<file path="config.mk">
export PLATFORM = sky130hd
export DESIGN_NAME = key_press_classifier
export DESIGN_NICKNAME = d
export VERILOG_FILES = /design/src/kpc_pkg.sv /design/src/kpc_core.sv /design/src/key_press_classifier.sv
export SDC_FILE = /design/constraint.sdc
export NUM_CORES = 1
export LEC_CHECK = 0
export BUFFER_PORTS_ARGS = -buffer_cell sky130_fd_sc_hd__buf_2
export CORE_MARGIN = 4
export CORE_UTILIZATION = 25
export DETAILED_ROUTE_END_ITERATION = 8
export PLACE_DENSITY = 0.38
export RECOVER_POWER = 25
export SLEW_MARGIN = 30
export SYNTH_ARGS = -nofsm -noshare
export SYNTH_HDL_FRONTEND = slang
export SYNTH_SLANG_ARGS = --single-unit
</file>
<file path="constraint.sdc">
create_clock -name clk -period 6.13 [get_ports clk]
set_input_delay 0.3065 -clock clk [delete_from_list [all_inputs] [get_ports clk]]
set_output_delay 0.3065 -clock clk [all_outputs]
set_load 0.02 [all_outputs]
</file>
<file path="src/kpc_pkg.sv">
// kpc_pkg: shared types, constants and helpers for the key press classifier
// used by kpc_core and key_press_classifier; no dependencies
package kpc_pkg;

	localparam int CNT_W = 16;
	localparam logic [CNT_W-1:0] CNT_MAX = '1;

	localparam int CFG_IDX_W = 3;

	// configuration register indexes
	localparam logic [CFG_IDX_W-1:0] CFG_PRESS_CONFIRM  = 3'd0;
	localparam logic [CFG_IDX_W-1:0] CFG_GAP_MIN        = 3'd1;
	localparam logic [CFG_IDX_W-1:0] CFG_GAP_MAX        = 3'd2;
	localparam logic [CFG_IDX_W-1:0] CFG_LONG_PRESS     = 3'd3;
	localparam logic [CFG_IDX_W-1:0] CFG_LONG_RELEASE   = 3'd4;
	localparam logic [CFG_IDX_W-1:0] CFG_SECOND_MIN     = 3'd5;
	localparam logic [CFG_IDX_W-1:0] CFG_SECOND_MAX     = 3'd6;

	// reset values of the thresholds
	localparam logic [CNT_W-1:0] RST_PRESS_CONFIRM = 16'd30;
	localparam logic [CNT_W-1:0] RST_GAP_MIN       = 16'd10;
	localparam logic [CNT_W-1:0] RST_GAP_MAX       = 16'd200;
	localparam logic [CNT_W-1:0] RST_LONG_PRESS    = 16'd1000;
	localparam logic [CNT_W-1:0] RST_LONG_RELEASE  = 16'd20;
	localparam logic [CNT_W-1:0] RST_SECOND_MIN    = 16'd30;
	localparam logic [CNT_W-1:0] RST_SECOND_MAX    = 16'd500;

	typedef enum logic [1:0] {
		EV_NONE   = 2'd0,
		EV_SHORT  = 2'd1,
		EV_DOUBLE = 2'd2,
		EV_LONG   = 2'd3
	} kpc_event_t;

	typedef struct packed {
		logic [CNT_W-1:0] press_confirm;
		logic [CNT_W-1:0] gap_min;
		logic [CNT_W-1:0] gap_max;
		logic [CNT_W-1:0] long_press;
		logic [CNT_W-1:0] long_release;
		logic [CNT_W-1:0] second_min;
		logic [CNT_W-1:0] second_max;
	} kpc_cfg_t;

	typedef struct packed {
		kpc_event_t       latched;
		logic             first_press;
		logic [CNT_W-1:0] released_count;
	} kpc_status_t;

	function automatic logic [CNT_W-1:0] sat_inc(input logic [CNT_W-1:0] v);
		sat_inc = (v == CNT_MAX) ? CNT_MAX : v + 1'b1;
	endfunction

endpackage

</file>
<file path="src/kpc_core.sv">
// kpc_core: press counters, flags and event latch, updated once per transfer
// depends on kpc_pkg
module kpc_core
	import kpc_pkg::*;
(
	input  logic        clk,
	input  logic        arst_n,
	input  logic        step_valid,
	input  logic        step_action,
	input  logic        step_pin,
	input  kpc_cfg_t    cfg,
	output kpc_event_t  result,
	output kpc_status_t status
);

	logic [CNT_W-1:0] pressed_q, released_q, second_q;
	logic [CNT_W-1:0] pressed_n, released_n, second_n;
	logic             first_q, second_flag_q, first_n, second_flag_n;
	kpc_event_t       event_q, event_n;

	always_comb begin
		pressed_n     = pressed_q;
		released_n    = released_q;
		second_n      = second_q;
		first_n       = first_q;
		second_flag_n = second_flag_q;
		event_n       = event_q;
		result        = event_q;
		if (step_action) begin
			// read returns the old event and clears it
			event_n = EV_NONE;
		end else begin
			if (!step_pin) begin
				pressed_n = sat_inc(pressed_q);
				if (pressed_n >= cfg.press_confirm) begin
					first_n = 1'b1;
				end
				if (released_q > cfg.gap_min && released_q < cfg.gap_max && first_n) begin
					second_flag_n = 1'b1;
					second_n      = sat_inc(second_q);
				end
			end else if (first_q) begin
				released_n = sat_inc(released_q);
				if (pressed_q < cfg.long_press && released_n > cfg.gap_max) begin
					event_n    = EV_SHORT;
					pressed_n  = '0;
					released_n = '0;
					second_n   = '0;
					first_n    = 1'b0;
				end else if (second_flag_q && second_q > cfg.second_min
						&& second_q < cfg.second_max) begin
					event_n       = EV_DOUBLE;
					pressed_n     = '0;
					released_n    = '0;
					second_n      = '0;
					first_n       = 1'b0;
					second_flag_n = 1'b0;
				end
			end
			// long press check sees the counts after any clear above
			if (pressed_n >= cfg.long_press && released_n > cfg.long_release) begin
				event_n    = EV_LONG;
				pressed_n  = '0;
				released_n = '0;
				second_n   = '0;
				first_n    = 1'b0;
			end
			result = event_n;
		end
	end

	always_ff @(posedge clk or negedge arst_n) begin
		if (!arst_n) begin
			pressed_q     <= '0;
			released_q    <= '0;
			second_q      <= '0;
			first_q       <= 1'b0;
			second_flag_q <= 1'b0;
			event_q       <= EV_NONE;
		end else if (step_valid) begin
			pressed_q     <= pressed_n;
			released_q    <= released_n;
			second_q      <= second_n;
			first_q       <= first_n;
			second_flag_q <= second_flag_n;
			event_q       <= event_n;
		end
	end

	assign status = '{latched: event_q, first_press: first_q, released_count: released_q};

endmodule

</file>
<file path="src/key_press_classifier.sv">
// key_press_classifier: top level with handshake, threshold registers and result register
// depends on kpc_pkg and kpc_core
//
// Classifies an active-low button sampled once per tick item into short, double or long
// press, and returns the latched event (0 none, 1 short, 2 double, 3 long) for every item;
// a read item (action high) returns the latch and clears it. One item is taken every cycle
// while in_stall is low: a transfer lands in an input register, and the counters, event
// latch and result register update when the item leaves that register. A stalled result
// holds the input register, and in_stall then follows out_stall. The user writes the
// thresholds via the cfg port while no item is in flight; the block does not enforce it.
module key_press_classifier
	import kpc_pkg::*;
(
	input  logic                 clk,
	input  logic                 arst_n,
	input  logic                 in_valid,
	output logic                 in_stall,
	input  logic                 action,
	input  logic                 pin_level,
	output logic                 out_valid,
	input  logic                 out_stall,
	output logic [1:0]           event_code,
	input  logic                 cfg_wr_en,
	input  logic [CFG_IDX_W-1:0] cfg_index,
	input  logic [CNT_W-1:0]     cfg_data
);

	kpc_cfg_t    cfg_q;
	kpc_status_t status;
	kpc_event_t  result;
	kpc_event_t  event_q;
	logic        valid_s1, action_s1, pin_s1;
	logic        out_valid_q;
	logic        out_free, advance;

	always_ff @(posedge clk or negedge arst_n) begin
		if (!arst_n) begin
			cfg_q <= '{press_confirm: RST_PRESS_CONFIRM, gap_min: RST_GAP_MIN,
				gap_max: RST_GAP_MAX, long_press: RST_LONG_PRESS,
				long_release: RST_LONG_RELEASE, second_min: RST_SECOND_MIN,
				second_max: RST_SECOND_MAX};
		end else if (cfg_wr_en) begin
			unique case (cfg_index)
				CFG_PRESS_CONFIRM: cfg_q.press_confirm <= cfg_data;
				CFG_GAP_MIN:       cfg_q.gap_min       <= cfg_data;
				CFG_GAP_MAX:       cfg_q.gap_max       <= cfg_data;
				CFG_LONG_PRESS:    cfg_q.long_press    <= cfg_data;
				CFG_LONG_RELEASE:  cfg_q.long_release  <= cfg_data;
				CFG_SECOND_MIN:    cfg_q.second_min    <= cfg_data;
				CFG_SECOND_MAX:    cfg_q.second_max    <= cfg_data;
				default: ;
			endcase
		end
	end

	assign out_free = !out_valid_q || !out_stall;
	assign advance  = valid_s1 && out_free;
	assign in_stall = valid_s1 && !out_free;

	always_ff @(posedge clk or negedge arst_n) begin
		if (!arst_n) begin
			valid_s1    <= 1'b0;
			out_valid_q <= 1'b0;
		end else begin
			if (!in_stall) begin
				valid_s1 <= in_valid;
			end
			if (out_free) begin
				out_valid_q <= valid_s1;
			end
		end
	end

	always_ff @(posedge clk) begin
		if (in_valid && !in_stall) begin
			action_s1 <= action;
			pin_s1    <= pin_level;
		end
		if (advance) begin
			event_q <= result;
		end
	end

	kpc_core u_core (
		.clk         (clk),
		.arst_n      (arst_n),
		.step_valid  (advance),
		.step_action (action_s1),
		.step_pin    (pin_s1),
		.cfg         (cfg_q),
		.result      (result),
		.status      (status)
	);

	assign out_valid  = out_valid_q;
	assign event_code = event_q;

	// a read transfer always leaves the latch empty
	a_read_clears: assert property (@(posedge clk) disable iff (!arst_n)
		advance && action_s1 |=> status.latched == EV_NONE)
		else $error("event latch not cleared after read");

	// release ticks are only counted after a confirmed first press
	a_release_needs_press: assert property (@(posedge clk) disable iff (!arst_n)
		!status.first_press |-> status.released_count == '0)
		else $error("release count running without a confirmed press");

	// every processed item produces a result in the next cycle
	a_result_follows: assert property (@(posedge clk) disable iff (!arst_n)
		advance |=> out_valid_q)
		else $error("processed item lost its result");

	// a tick result equals the latch it leaves behind
	a_tick_result: assert property (@(posedge clk) disable iff (!arst_n)
		advance && !action_s1 |=> event_q == status.latched)
		else $error("tick result differs from latched event");

endmodule
</file>
=== Yosys cells after proc, flatten, opt, wreduce, memory -nomap -nowiden ===
Cells that the tools add are included.

* Reduce and logical (&&, ||, !) cells: 27
* Add/sub/neg operators: 3
* Equal/unequal tests: 14
* Bitwise operators: 1
* Multiplexer cells: 41
* $lt $le $gt $ge: 9

{| class="wikitable"
|+ Operators with widths
! operator !! count
|-
| two-way mux 16 bit || 21
|-
| greater-than comparator 16 bit || 4
|-
| adder 16 x 1 -> 16 bit, second input constant || 3
|-
| == test 16 bit, second input constant || 3
|-
| < comparator 16 bit || 3
|-
| greater-or-equal comparator 16 bit || 2
|-
| AND reduction 2 bit || 8
|-
| two-way mux 2 bit || 7
|-
| two-way mux 1 bit || 13
|-
| == test 3 bit, second input constant || 3
|-
| logical AND 1 bit || 9
|-
| == test 3 x 2 -> 1 bit, second input constant || 2
|-
| AND reduction 6 bit || 1
|-
| AND reduction 5 bit || 1
|-
| logical NOT 1 bit || 4
|-
| != test 2 x 1 -> 1 bit, second input constant || 2
|-
| != test 4 x 1 -> 1 bit, second input constant || 1
|-
| == test 3 x 1 -> 1 bit, second input constant || 1
|-
| logical NOT 3 bit || 1
|-
| != test 3 x 1 -> 1 bit, second input constant || 1
|-
| nonzero test 3 bit || 1
|-
| != test 2 bit, second input constant || 1
|-
| nonzero test 2 bit || 1
|-
| logical OR 1 bit || 1
|-
| inverter 1 bit || 1
|}

* Input bits: 26
* Output and inout port bits: 4
* Register bits after elaboration: 170

=== Depth between registers and ports, before layout ===
Gate-level depths: netlist (run 1).

* Word-level depth: 12
* Gate-level depth with buffers: 29

=== Modules after synthesis ===
From an unflattened synthesis (run 1), not the netlist that was laid out.

* Cells, all modules: 1194
* Area, all modules: 11740.0 µm²

{| class="wikitable"
|+ By module, submodules not included
! module !! times used !! area each (µm²) !! cells an instance !! seq. area each (µm²)
|-
| kpc_core || 1 || 7194.4 || 937 || 1301.2
|-
| key_press_classifier || 1 || 4545.6 || 257 || 3006.6
|}

=== Worst setup path after synthesis (run 1) ===
No wires, ideal clock.

* Path kind: flip-flop to flip-flop
* From: register u_core.released_q[0]
* To: register u_core.second_q[12]
* Cell stages (with the launch flop): 26
* Arrival time: 5579 ps
* Data required time: 6053 ps
* Path slack: 475 ps
* Clock period less this slack: 5655 ps
* Cell sequence: dfrtp_1 ha_1 and3_1 nand3_1 nor2_1 nand3_1 clkbuf_1 nand2_1 ha_1 nand4_1 nor4_1 a21bo_1 o211a_1 o2bb2ai_2 buf_4 a21oi_1 buf_2 a22o_1 ha_1 and4_1 a221o_1 a21oi_1 a211oi_4 or2_1 or4_1 o21ai_1

* Longest elaborated chain between the ends: 12
* Elaborated cells on any way between the ends: 29
* Classes of those cells: add/sub: 1; order compare: 5; eq/ne: 3; mux: 14; reduce/logical: 6

{| class="wikitable"
|+ Ends and longest elaborated chain
! what !! RTL line !! source
|-
| start: declaration || kpc_core.sv:16 || <nowiki>logic [CNT_W-1:0] pressed_q, released_q, second_q;</nowiki>
|-
| start signal: assignment || kpc_core.sv:82 || <nowiki>released_q <= released_n;</nowiki>
|-
| adder 16 x 1 -> 16 bit / == test 16 bit (equally long branches) || kpc_pkg.sv:52 || <nowiki>sat_inc = (v == CNT_MAX) ? CNT_MAX : v + 1'b1;</nowiki>
|-
| two-way mux 16 bit || kpc_pkg.sv:52 ||
|-
| greater-than comparator 16 bit || kpc_core.sv:44 || <nowiki>if (pressed_q < cfg.long_press && released_n > cfg.gap_max) begin</nowiki>
|-
| logical AND 1 bit || kpc_core.sv:44 ||
|-
| two-way mux 16 bit || kpc_core.sv:44 ||
|-
| two-way mux 16 bit || kpc_core.sv:42 || <nowiki>end else if (first_q) begin</nowiki>
|-
| two-way mux 16 bit || kpc_core.sv:33 || <nowiki>if (!step_pin) begin</nowiki>
|-
| two-way mux 16 bit || kpc_core.sv:29 || <nowiki>if (step_action) begin</nowiki>
|-
| greater-or-equal comparator 16 bit / greater-than comparator 16 bit (equally long branches) || kpc_core.sv:61 || <nowiki>if (pressed_n >= cfg.long_press && released_n > cfg.long_release) begin</nowiki>
|-
| logical AND 1 bit || kpc_core.sv:61 ||
|-
| != test 4 x 1 -> 1 bit (no source line), or another cell as far along || -- ||
|-
| AND reduction 5 bit (no source line) || -- ||
|-
| end signal: assignment || kpc_core.sv:83 || <nowiki>second_q <= second_n;</nowiki>
|-
| end: declaration || kpc_core.sv:16 ||
|}

Several ways; a longest one is shown, not always the timed one. The select of a mux whose other input is x is not followed.
A chain may end at the register's enable or synchronous reset.

=== Final worst setup path (run 1) ===
* From: register u_core.released_q[0]
* To: register u_core.second_q[15]

The elaborated chain is that of the path after synthesis.

==> summary.md, run 1 <==
| Metric | Value |
|---|---|
| NetSw | `1.08 mW` |
| Synth Area in Adders | `0.158` |
| DP HPWL | `27700 um` |
| TritonCTS buffer count | `17` |
| Clock power share | `0.338` |
| Floorplan core area | `45300 um2` |
| Simple-Gate Fraction of Synth Area | `0.147` |
| CTS H-Tree Depth | `4` |
| Max Clock Skew | `14.8 ps` |
| Period utilisation layout | `0.962` |
| Synth warn | `0` |
| Final worst path period need | `5890 ps` |
| Setup crit end kind | `flip-flop` |
| Met1 Usage GRT | `0.204` |
| NumNets Final | `1484` |
| Lkg Pwr | `6.26 nW` |
| Synth Area in Compound Gates | `0.189` |
| Fin util | `0.299` |
| Number of synthesized flops with an enable pin | `4` |
| First-pass GRT wire length | `57300 um` |
| Worst vdd ir | `155 uV` |
| Setup CP Type | `reg2reg` |
| Share of cells above drive strength 1 | `0.196` |
| Reg2reg setup slack | `240 ps` |
| Commonest non-fill, non-tap cell in the layout | `nand2_1` |
| Largest net degree at the start of global routing | `85` |
| Clock sink count | `170` |
| Hold slack | `66.0 ps` |
| Post-DRT Antenna Nets | `0` |
| Share of power burned in combinational logic | `0.242` |
| Actual slew at the worst max-slew pin | `4500 ps` |
| Die Ht | `222 um` |
| P_int | `2.26 mW` |
| Critical path required time | `6540 ps` |
| Post-synthesis mux area share | `0.0558` |
| Final setup viols | `0` |
| Iter 0 DRT Violations | `392` |
| Synth Net Count | `1396` |
| Failing checks | `capacitance limit, slew limit` |
| Die Wd | `222 um` |
| Clk_lat worst skew | `480 ps` |
| Die area | `49200 um2` |
| Total gr overflow | `0` |
| Largest family of logic cells by synthesized area | `compound AO/OA/AOI/OAI gates` |
| CP dominant cell by count | `buf_4` |
| Initial antenna violation count | `2` |
| Setup TNS | `0 ps` |
| Buffers & Inverters on Critical Path | `6` |
| Avg Vias per Cell | `4.81` |
| Starting Density | `0.253` |
| CP max stage delay | `430 ps` |
| I/O Buffers | `29` |
| Filler cell count | `4861` |
| CTS clk-pin slew, worst paths | `70 ps` |
| # IOs | `30` |
| Final Max Tran Viols | `117` |
| Area delta synth->final | `18.5%` |
| Crit path launch type | `flip-flop` |
| Post-Layout Inst Area | `13600 um2` |
| Slew HR | `-2.00` |
| Clk root buf | `clkbuf_16` |
| Outcome | `finished, violations left` |
| Vias in the first global route | `9183` |
| FF/Latch Area | `4310 um2` |
| Crit path max fanout | `10` |
| TritonCTS clock tree | `built` |
| Crit-path leading delay family | `compound AO/OA/AOI/OAI gates` |
| Most frequent cells in the layout | `nand2_1 (159), ha_1 (142), dfrtp_1 (138)` |
| Pwr/cell area | `247 nW/um2` |
| Rows | `78` |
| Mean area per synthesized cell | `9.33 um2` |
| Fmax | `170 MHz` |
| Clock Tree Buf Depth | `2` |
| CP Launch Point | `u_core.released_q[0]` |
| Ys flop type | `dfrtp_1` |
| Arr. time, crit path | `6300 ps` |
| Drt wl/cell | `19.6 um` |
| Synth Register Bits | `170` |
| # DRC | `0` |
| Post-synthesis cell area | `11400 um2` |
| Asr flop ratio synth | `0.976` |
| Post-synthesis sequential area ratio | `0.377` |
| GR Util met2 | `0.258` |
| Syn Inst Count | `1226` |
| Area of the multi-input gates | `6600 um2` |
| Worst hold start | `out_stall` |
| RePlAce Congestion | `0.834` |
| GR Util All Layers | `0.153` |
| Distinct cell type count after synthesis | `80` |
| Min-delay worst type | `in2reg` |
| Reg-to-reg startpoint | `u_core.released_q[0]` |
| Routed vias | `9283` |
| CP max stage cell | `dfrtp_1` |
| Sw Ratio | `0.324` |
| Drt pass-1 iters | `5` |
| XOR/XNOR share of the synthesized area | `0.0138` |
| Max_cap viols | `2` |
| Hold Vio Cnt, Final | `0` |
| Detailed Route WL | `37800 um` |
| GRT met3 Usage | `0.0259` |
| Flop pwr share | `0.421` |
| DP Area | `12700 um2` |
| Gr busiest metal | `met2` |
flip-flops by register name, summed over array words and instances (netlist names):
register and flops:
cfg_q 112, u_core.pressed_q 16, u_core.released_q 16, u_core.second_q 16, event_code 2, u_core.event_q 2
action_s1 1, out_valid 1, pin_s1 1, u_core.first_q 1, u_core.second_flag_q 1, valid_s1 1
metal layers:
layer  vias to the layer above  routed length (um)
li1                       4572                   -
met1                      4546               18000
met2                       127               18100
met3                        38                 966
met4                         0                 710
met5                         -                   0
power groups by stage:
| stage | sequential (mW) | combinational (mW) | clock [mW] |
|---|---|---|---|
| finish | 1.41 | 0.808 | 1.13 |
| global route | 1.43 | 0.935 | 1.21 |
| CTS | 1.41 | 0.797 | 1.18 |
| detailed placement | 1.43 | 0.784 | 0 |
| global placement | 1.43 | 0.778 | 0 |
| floorplan | 1.40 | 0.537 | 0 |
synthesized netlist by cell type (11+ instances only):
library cell	count	area [um2]
o21ai_0	99	495
nor3_1	13	65.1
nand4_1	21	131
mux2_2	52	586
buf_2	12	60.1
nand2_1	163	612
o21ai_1	11	55.1
clkbuf_1	31	116
nor2_1	36	135
ha_1	144	1800
and3_1	11	68.8
dfrtp_1	139	3480
nand2b_1	11	68.8
a2bb2oi_1	13	114
nand3_1	34	170
a22o_1	36	315
dfstp_2	27	709
a21oi_1	69	345
inv_1	127	477
final timing paths:
| kind | endpoint | cells after the start |
|---|---|---|
| worst max-delay path | u_core.second_q[15] | 29 |
| worst min-delay path | out_valid | 3 |
| worst max register to register | u_core.second_q[15] | 29 |
| worst min register to register | u_core.event_q[1] | 1 |
| max in group asynchronous | u_core.released_q[1] | 2 |
| min in group asynchronous | u_core.pressed_q[2] | 2 |
layout make-up:
cell class / instances / area share
diodes: 2 / 0.000369
clock buffers: 21 / 0.0355
clock inverters: 11 / 0.00794
inverters: 127 / 0.0352
multi-input cells: 882 / 0.487
flip-flops and latches: 170 / 0.318
well taps: 600 / 0.0554
repair buffers: 116 / 0.0608
cells by family (layout without fill, tap and decap cells):
logic type                 Yosys count  after routing
other                                0              2
xor gates and xnor gates            18             18
buffers and inverters              174            275
and+or+nand+nor                    342            342
adders and majority gates          144            144
DFF                                170            170
muxes                               57             57
AOI/OAI and AO/OA                  321            321
per-stage QoR:
stage,std cells,total power [mW],worst slack [ps]
after floorplan,1226,1.94,475
after global placement,1872,2.21,-433
after detailed placement,1876,2.21,-178
after CTS,1912,3.39,16.8
after global routing,1927,3.58,-48.7
final,1929,3.35,236
repair_timing:
item	in CTS	in global routing
resized for setup	3	33
pin swaps	1	9
hold buffers	4	0
hold endpoints to repair	74	0
setup buffers	0	12
cloned	0	3
setup endpoints to repair	27	51
worst min-delay path: stages:
cell      delay (ps)
buf_2             90
nand2_1           60
nand2b_1          60
Note: power is estimated with default switching activity, not from simulation.
==> run 2, diff against run 1 <==
- MAX_ROUTING_LAYER: default -> met4
==> run 2 against run 1 <==
  * The flow still finishes with violations (capacitance limit, slew limit)
  * First-iteration DRC count up 5.9%
  * Flip-flop and latch count unchanged
  * Critical path type unchanged
  * Worst hold slack improved by 0.87 ps
  * Routed wire length barely moved
  * Clock skew rose by 2.9 ps
  * Sequential power is essentially flat
==> summary.md, run 2 (synthesis results as in run 1) <==
| Metric | Value |
|---|---|
| Clock sink count | `170` |
| Hold Vio Cnt, Final | `0` |
| Lkg Pwr | `6.26 nW` |
| TritonCTS clock tree | `built` |
| Fin cells | `1930` |
| Most frequent cells in the layout | `nand2_1 (159), ha_1 (142), dfrtp_1 (138)` |
| Actual slew at the worst max-slew pin | `4480 ps` |
| Setup crit end kind | `flip-flop` |
| NumNets Final | `1484` |
| Arr. time, crit path | `6280 ps` |
| # IOs | `30` |
| Share of cells above drive strength 1 | `0.196` |
| Largest net degree at the start of global routing | `85` |
| Reg2reg setup slack | `260 ps` |
| Rows | `78` |
| First-pass GRT wire length | `57300 um` |
| CP max stage cell | `dfrtp_1` |
| TritonCTS buffer count | `17` |
| Crit path to | `u_core.second_q[3]` |
| Commonest non-fill, non-tap cell in the layout | `nand2_1` |
| Pwr/cell area | `247 nW/um2` |
| Setup TNS | `0 ps` |
| Post-Layout Inst Area | `13600 um2` |
| CP Launch Point | `u_core.released_q[0]` |
| Failing checks | `capacitance limit, slew limit` |
| Placed cells | `1876` |
| Critical path required time | `6540 ps` |
| DP HPWL | `27700 um` |
| Flip-flop count of the largest register after layout | `112` |
| Crit Reg-Reg Endpoint | `u_core.second_q[3]` |
| Final worst slack | `258 ps` |
| Area delta synth->final | `18.5%` |
| Slew HR | `-1.99` |
| Total gr overflow | `0` |
| Die area | `49200 um2` |
| Detailed Route WL | `37800 um` |
| Iter 0 DRT Violations | `415` |
| Clk root buf | `clkbuf_16` |
| Worst vdd ir | `156 uV` |
| Max Clock Skew | `17.7 ps` |
| I/O Buffers | `29` |
| CP max stage delay | `430 ps` |
| CTS clk-pin slew, worst paths | `70 ps` |
| CP dominant cell by count | `buf_4` |
| Final worst path period need | `5870 ps` |
| RePlAce Congestion | `0.847` |
| Drt pass-1 iters | `5` |
| Pre-CTS setup slack | `-178 ps` |
| Floorplan core area | `45300 um2` |
| Final Max Tran Viols | `117` |
| R2R cell count | `29` |
| Initial antenna violation count | `2` |
| Vias in the first global route | `9183` |
| # DRC | `0` |
| Outcome | `finished, violations left` |
| Setup CP Type | `reg2reg` |
| Crit path max fanout | `10` |
| Drt wl/cell | `19.6 um` |
| CTS H-Tree Depth | `4` |
| Period utilisation layout | `0.958` |
| Clock Tree Buf Depth | `2` |
| Die Ht | `222 um` |
| Reg-to-reg startpoint | `u_core.released_q[0]` |
| Starting Density | `0.253` |
| Max_cap viols | `2` |
| Fmax | `170 MHz` |
| Final setup viols | `0` |
| Worst Hold Path Cells | `3` |
| Routed vias | `9269` |
| Die Wd | `222 um` |
| Crit path launch type | `flip-flop` |
| GR Util All Layers | `0.158` |
| Post-DRT Antenna Nets | `0` |
| DP Area | `12700 um2` |
| Largest register by flop count | `cfg_q` |
| Avg Vias per Cell | `4.80` |
| Min-delay worst type | `in2reg` |
| Clk_lat worst skew | `490 ps` |
[run 2: cell count changes in the layout (fill, tap and decap cells not counted), sizes merged]
cell   before  now
diode       2    3
[run 2: what timing repair did]
item	4_1_cts	5_1_grt
hold endpoints to repair	74	0
setup buffers	0	12
cloned	0	3
hold buffers	4	0
setup endpoints to repair	27	51
pin swaps	1	9
resized for setup	3	33
[run 2: per-stage QoR]
| stage | utilization | total power, mW | hold WS (ps) |
|---|---|---|---|
| 2_1_floorplan | - | 1.94 | 10.9 |
| 3_3_place_gp | 0.279 | 2.21 | 469 |
| 3_5_place_dp | 0.280 | 2.21 | 474 |
| 4_1_cts | 0.294 | 3.39 | 14.4 |
| 5_1_grt | 0.299 | 3.58 | 69.3 |
| 6_report | 0.299 | 3.35 | 66.9 |
[run 2: worst min-delay path by stage]
stage / slack (ps) / startpoint / to
floorplan: 10 / arst_n / cfg_q[0]
global placement: 470 / arst_n / cfg_q[48]
detailed placement: 470 / arst_n / cfg_q[49]
CTS: 10 / out_stall / out_valid
global route: 70 / out_stall / out_valid
finish: 70 / out_stall / out_valid
[run 2: critical path: cells and delay by family, from the launching register on]
kind | cells | cell delay, ps
buffers and inverters | 6 | 1030
adders and majority gates | 3 | 780
and+or+nand+nor | 9 | 1210
DFF | 1 | 430
AOI/OAI and AO/OA | 11 | 2370
[run 2: routing by layer]
metal / part of all wire / GRT usage / vias up
met1: 0.47 / 0.204 / 4536
met5: 0 / - / -
li1: - / - / 4569
met2: 0.48 / 0.258 / 122
met4: 0.019 / 0.0436 / 0
met3: 0.029 / 0.0259 / 42
[run 2: power breakdown]
part           internal (mW)  switching [mW]  total, mW  leakage, nW
clock network          0.609           0.524       1.13        0.286
registers               1.32          0.0849       1.41         2.08
logic                  0.329           0.476      0.805         3.89
[run 2: cell type report]
cell class	count	area, um2
multi-input combinational	882	6600
inverter	127	477
clock inverter	11	108
antenna	3	7.51
clock buffer	21	482
fill	4860	31700
tap	600	751
timing repair buffer	116	825
sequential	170	4310
